===== src/hw/rtl/sacc_pkg.sv =====
// ---------------------------------------------------------------------------
// sacc_pkg
// Shared types and constants for the stack accumulator execute unit.
// ---------------------------------------------------------------------------
`default_nettype none

package sacc_pkg;

  localparam int WORD_W        = 32;
  localparam int LD_ADDR_W     = 12;
  localparam int OPC_W         = 5;
  localparam int STATUS_W      = 3;
  localparam int MEM_DEPTH_DEF = 4096;
  localparam int QUEUE_DEPTH   = 2;
  localparam int MOD_DIGIT_W   = 4;

  localparam logic [WORD_W-1:0] SP_RESET = 32'd8388607;
  localparam logic [7:0]        OPC_HALT = 8'd18;

  // opcodes
  localparam logic [OPC_W-1:0] OPC_LDC  = 5'd0;
  localparam logic [OPC_W-1:0] OPC_ADC  = 5'd1;
  localparam logic [OPC_W-1:0] OPC_LDL  = 5'd2;
  localparam logic [OPC_W-1:0] OPC_STL  = 5'd3;
  localparam logic [OPC_W-1:0] OPC_LDNL = 5'd4;
  localparam logic [OPC_W-1:0] OPC_STNL = 5'd5;
  localparam logic [OPC_W-1:0] OPC_ADD  = 5'd6;
  localparam logic [OPC_W-1:0] OPC_SUB  = 5'd7;
  localparam logic [OPC_W-1:0] OPC_SHL  = 5'd8;
  localparam logic [OPC_W-1:0] OPC_SHR  = 5'd9;
  localparam logic [OPC_W-1:0] OPC_ADJ  = 5'd10;
  localparam logic [OPC_W-1:0] OPC_A2SP = 5'd11;
  localparam logic [OPC_W-1:0] OPC_SP2A = 5'd12;
  localparam logic [OPC_W-1:0] OPC_CALL = 5'd13;
  localparam logic [OPC_W-1:0] OPC_RET  = 5'd14;
  localparam logic [OPC_W-1:0] OPC_BRZ  = 5'd15;
  localparam logic [OPC_W-1:0] OPC_BRLZ = 5'd16;
  localparam logic [OPC_W-1:0] OPC_BR   = 5'd17;

  // result status codes
  localparam logic [STATUS_W-1:0] ST_EXEC    = 3'd0;
  localparam logic [STATUS_W-1:0] ST_HALT    = 3'd1;
  localparam logic [STATUS_W-1:0] ST_INVALID = 3'd2;
  localparam logic [STATUS_W-1:0] ST_IGNORED = 3'd3;
  localparam logic [STATUS_W-1:0] ST_PRELOAD = 3'd4;

  typedef enum logic [1:0] {
    CLS_EXEC,
    CLS_HALT,
    CLS_INVALID,
    CLS_PRELOAD
  } sacc_cls_t;

  typedef struct packed {
    sacc_cls_t              cls;
    logic [OPC_W-1:0]       opc;
    logic [WORD_W-1:0]      off;
    logic [LD_ADDR_W-1:0]   ld_addr;
    logic [WORD_W-1:0]      ld_val;
  } sacc_item_t;

  typedef struct packed {
    logic       valid;
    sacc_item_t item;
  } sacc_push_t;

  typedef enum logic [1:0] {
    S_IDLE,
    S_MOD,
    S_RD
  } sacc_state_t;

endpackage

`default_nettype wire


===== src/hw/rtl/sacc_queue.sv =====
// ---------------------------------------------------------------------------
// sacc_queue
// Short FIFO of decoded items between the front and the back.
// ---------------------------------------------------------------------------
`default_nettype none

module sacc_queue (
  input  wire logic                 clk,
  input  wire logic                 rst_n,
  input  wire sacc_pkg::sacc_push_t push,
  input  wire logic                 pop,
  output logic                      full,
  output logic                      q_valid,
  output sacc_pkg::sacc_item_t      q_item
);

  import sacc_pkg::*;

  localparam int PW = $clog2(QUEUE_DEPTH);

  sacc_item_t     ent_r [QUEUE_DEPTH];
  logic [PW-1:0]  wr_ptr_r;
  logic [PW-1:0]  rd_ptr_r;
  logic [PW:0]    cnt_r;

  assign full    = cnt_r == (PW + 1)'(QUEUE_DEPTH);
  assign q_valid = cnt_r != '0;
  assign q_item  = ent_r[rd_ptr_r];

  always_ff @(posedge clk) begin
    if (!rst_n) begin
      wr_ptr_r <= '0;
      rd_ptr_r <= '0;
      cnt_r    <= '0;
    end else begin
      if (push.valid) begin
        wr_ptr_r <= (wr_ptr_r == PW'(QUEUE_DEPTH - 1)) ? '0 : wr_ptr_r + 1'b1;
      end
      if (pop) begin
        rd_ptr_r <= (rd_ptr_r == PW'(QUEUE_DEPTH - 1)) ? '0 : rd_ptr_r + 1'b1;
      end
      cnt_r <= cnt_r + (PW + 1)'(push.valid) - (PW + 1)'(pop);
    end
  end

  always_ff @(posedge clk) begin
    if (push.valid) begin
      ent_r[wr_ptr_r] <= push.item;
    end
  end

endmodule

`default_nettype wire


===== config.mk =====
export PLATFORM = sky130hd
export DESIGN_NAME = sacc_queue
export DESIGN_NICKNAME = d
export VERILOG_FILES = /design/src/hw/rtl/sacc_pkg.sv /design/src/hw/rtl/sacc_queue.sv
export SDC_FILE = /design/constraint.sdc
export NUM_CORES = 1
export LEC_CHECK = 0
export ABC_AREA = 1
export BUFFER_PORTS_ARGS = -buffer_cell sky130_fd_sc_hd__buf_2
export CORE_UTILIZATION = 40
export CTS_CLUSTER_SIZE = 30
export DETAILED_ROUTE_END_ITERATION = 10
export SLEW_MARGIN = 15
export SYNTH_ARGS = -nofsm -noshare
export SYNTH_HDL_FRONTEND = slang
export SYNTH_SLANG_ARGS = --single-unit

===== constraint.sdc =====
create_clock -name clk -period 5.6 [get_ports clk]
set_clock_uncertainty 0.05 [all_clocks]
set_input_delay 0.28 -clock clk [delete_from_list [all_inputs] [get_ports clk]]
set_output_delay 0.28 -clock clk [all_outputs]
set_load 0.01 [all_outputs]

==> results.ini <==
[status]
outcome = completed

[worst_setup_path]
worstSetupStartpointType = flip-flop
path_buf_inv = 2
cp.arrival_ns = 2.57
critical_path.endpoint_type = output pin
crit_family = flip-flops
worstPathCellList = buf_4 -> mux2_2 -> buf_2
crit_path_max_incr_delay_ns = 1.03
slowest_stage = dfxtp_4
cp_max_fo = 57
crit_required_ns = 5.27
criticalPathCategory = reg -> out

[clocking]
cts-buffers-inserted = 17
clk_latency_ns = 0.41
clkTransAtPathRegs_ns = 0.06
htreeDepth = 4
post_cts_resize_count = 0
cts_sinks = 171
post-cts-setup-buffers = 0
root_buffer = clkbuf_16
clk_path_buf_depth = 2
cts_tree = built

[sta]
min_period_ns = 2.903
fin_ws_ns = 2.697
fin_crit_sh = 0.5184
slew-limit-headroom = 0.3155
tightest_slew_ns = 1.027
fmax_mhz = 344.5
finalHoldViolations = 0
grt_setup_unrepaired = no
finalSetupViolations = 0
drv_slew = 0
tns_ns = 0
hold-worst-slack_ns = 0.02264

[detailed_routing]
wl_um = 11860
wire_per_inst_um = 15.32
drc = 0
first_iter_violations = 146
via_count = 3453
ant_nets = 0
firstDrtPassIters = 4
vias_per_cell = 4.461

[logic_synthesis]
synthDistinctLibCells = 13
synth_area_leaders = edfxtp_1 76%, mux2_4 16%, mux2_2 2.2%, buf_12 2.1%, dfxtp_1 1.5%
netlist_instances = 291
synth_fp_nets = 380
synth_top_cell_by_area = edfxtp_1
yosysWarnings = 0
synth_top_area_share = 0.7594
synth_area_um2 = 6564
seq_area_frac_synth = 0.7747
synth-seq-cells = 171
syn_avg_cell_area_um2 = 22.56

[floorplan]
ios = 172
die-area_um2 = 16930
fp.dieW_um = 130.1
fp.dieH_um = 130.1
rows = 46
start_util = 0.4117
core-area_um2 = 15940

[cells_and_area]
area_growth_pct = 34.86
layout.nets = 634
design_area_um2 = 8852
fillers = 1294
fin_cells = 774
insertedDiodeCount = 0
drive_above_1_share = 0.5108

[power]
seqPwrFrac = 0.508
p_clk_frac = 0.386
ir_drop_mv = 0.2015
switching_share = 0.2040
power_frac_comb = 0.106
power.switching_w = 0.0006081
p_int_w = 0.002373
p_per_area_nw_per_um2 = 336.8
leakage_nw = 3.526

[global_route]
grtUsageMet2 = 0.2444
track_usage = 0.1426
met3_usage = 0.04674
grt_most_used_layer = met2
grt_antenna_before_repair = 0
grt_pass1_vias = 3567
grt_max_degree = 58
grt_pass1_wl_um = 17590
gr-total-overflow = 0
grt.met1_usage = 0.1664

[placement]
io_buffers = 171
dpl.hpwl_um = 7116
dpl_worst_slack_ns = 3.059
dp.cells = 672
dpl_cell_area_um2 = 7569
place_congestion = 0.6692

[run]
drv_cap = 0

[hold_path]
hp-class = in -> reg

[cells in the final DEF, fill, tap and decap left out]
master and n:
dfxtp_1 4, clkinv_2 2, bufinv_16 3, edfxtp_1 166
nor2_1 7, clkbuf_16 17, buf_2 171, nor2_4 1
clkbuf_1 7, nand3_1 1, dlygate4sd3_1 70, mux2_2 13
clkbuf_8 1, nand2_1 9, ha_1 2, clkinvlp_4 3
buf_4 3, inv_1 6, mux2_4 70, dfxtp_4 1
a21oi_1 1
[sequential cells by signal, summed over array words and instances, names as in the netlist, named ones only]
signal / cells
cnt_r: 2
rd_ptr_r: 1
ent_r: 166
wr_ptr_r: 1
[Yosys cell counts, drive strengths merged]
| library cell | n |
|---|---|
| ha | 2 |
| nor2 | 8 |
| mux2 | 83 |
| a21oi | 1 |
| dfxtp | 5 |
| nand2 | 9 |
| nand3 | 1 |
| edfxtp | 166 |
| buf | 9 |
| inv | 7 |
[logic make-up (layout without fill, tap and decap cells)]
group / after synthesis / count (layout) / share of synthesized area
mux: 83 / 83 / 0.1824
buf+inv: 16 / 283 / 0.02783
flops: 171 / 171 / 0.7747
compound gates: 1 / 1 / 0.0007618
simple gates: 18 / 18 / 0.01048
fa+ha+maj: 2 / 2 / 0.003812
[worst reg2reg max path: cells and delay by family, from the launching register on]
kind	cells	cell delay [ns]
and+or+nand+nor	1	0.69
DFF	1	0.34
buffers and inverters	1	0.77
[final cells by class]
cell class | instances | area, um2 | area share
clock buffer | 25 | 465.4 | 0.05258
multi-input combinational | 104 | 1304 | 0.1473
tap | 216 | 270.3 | 0.03053
inverter | 7 | 27.53 | 0.003110
timing repair buffer | 244 | 1579 | 0.1784
sequential | 171 | 5089 | 0.5748
clock inverter | 7 | 117.6 | 0.01329
[metal layers]
metal	vias to the layer above	routed length [um]
met5	-	0
met2	118	5874
li1	1644	-
met3	7	713
met1	1684	5153
met4	0	117
[final timing paths]
check | start | end | cells past startpoint | slack (ns)
setup reg to reg | wr_ptr_r | ent_r[0][4] | 2 | 3.33
setup / recovery | flip-flop | q_item[72] | 3 | 2.70
hold reg to reg | rd_ptr_r | flip-flop | 2 | 0.45
hold / removal | push[7] | ent_r[1][7] | 1 | 0.02
[power by group through the flow]
stage	sequential, W	combinational, W	clock (W)
after floorplan	0.00153	0.000192	0
after global placement	0.00154	0.000276	0
after detailed placement	0.00154	0.000281	0
after CTS	0.00152	0.000320	0.00118
after global routing	0.00152	0.000343	0.00123
final	0.00151	0.000316	0.00115
[metrics by stage]
step,power [W],util
global route,0.003096,0.5553
CTS,0.003018,0.5546
floorplan,0.001719,-
global placement,0.001814,0.4747
finish,0.002981,0.5553
detailed placement,0.001824,0.4747
[what timing repair did]
item                       CTS  global route
setup endpoints to repair    0             0
hold buffers                69             1
hold endpoints to repair   132             2
(Power assumes the default switching activity.)
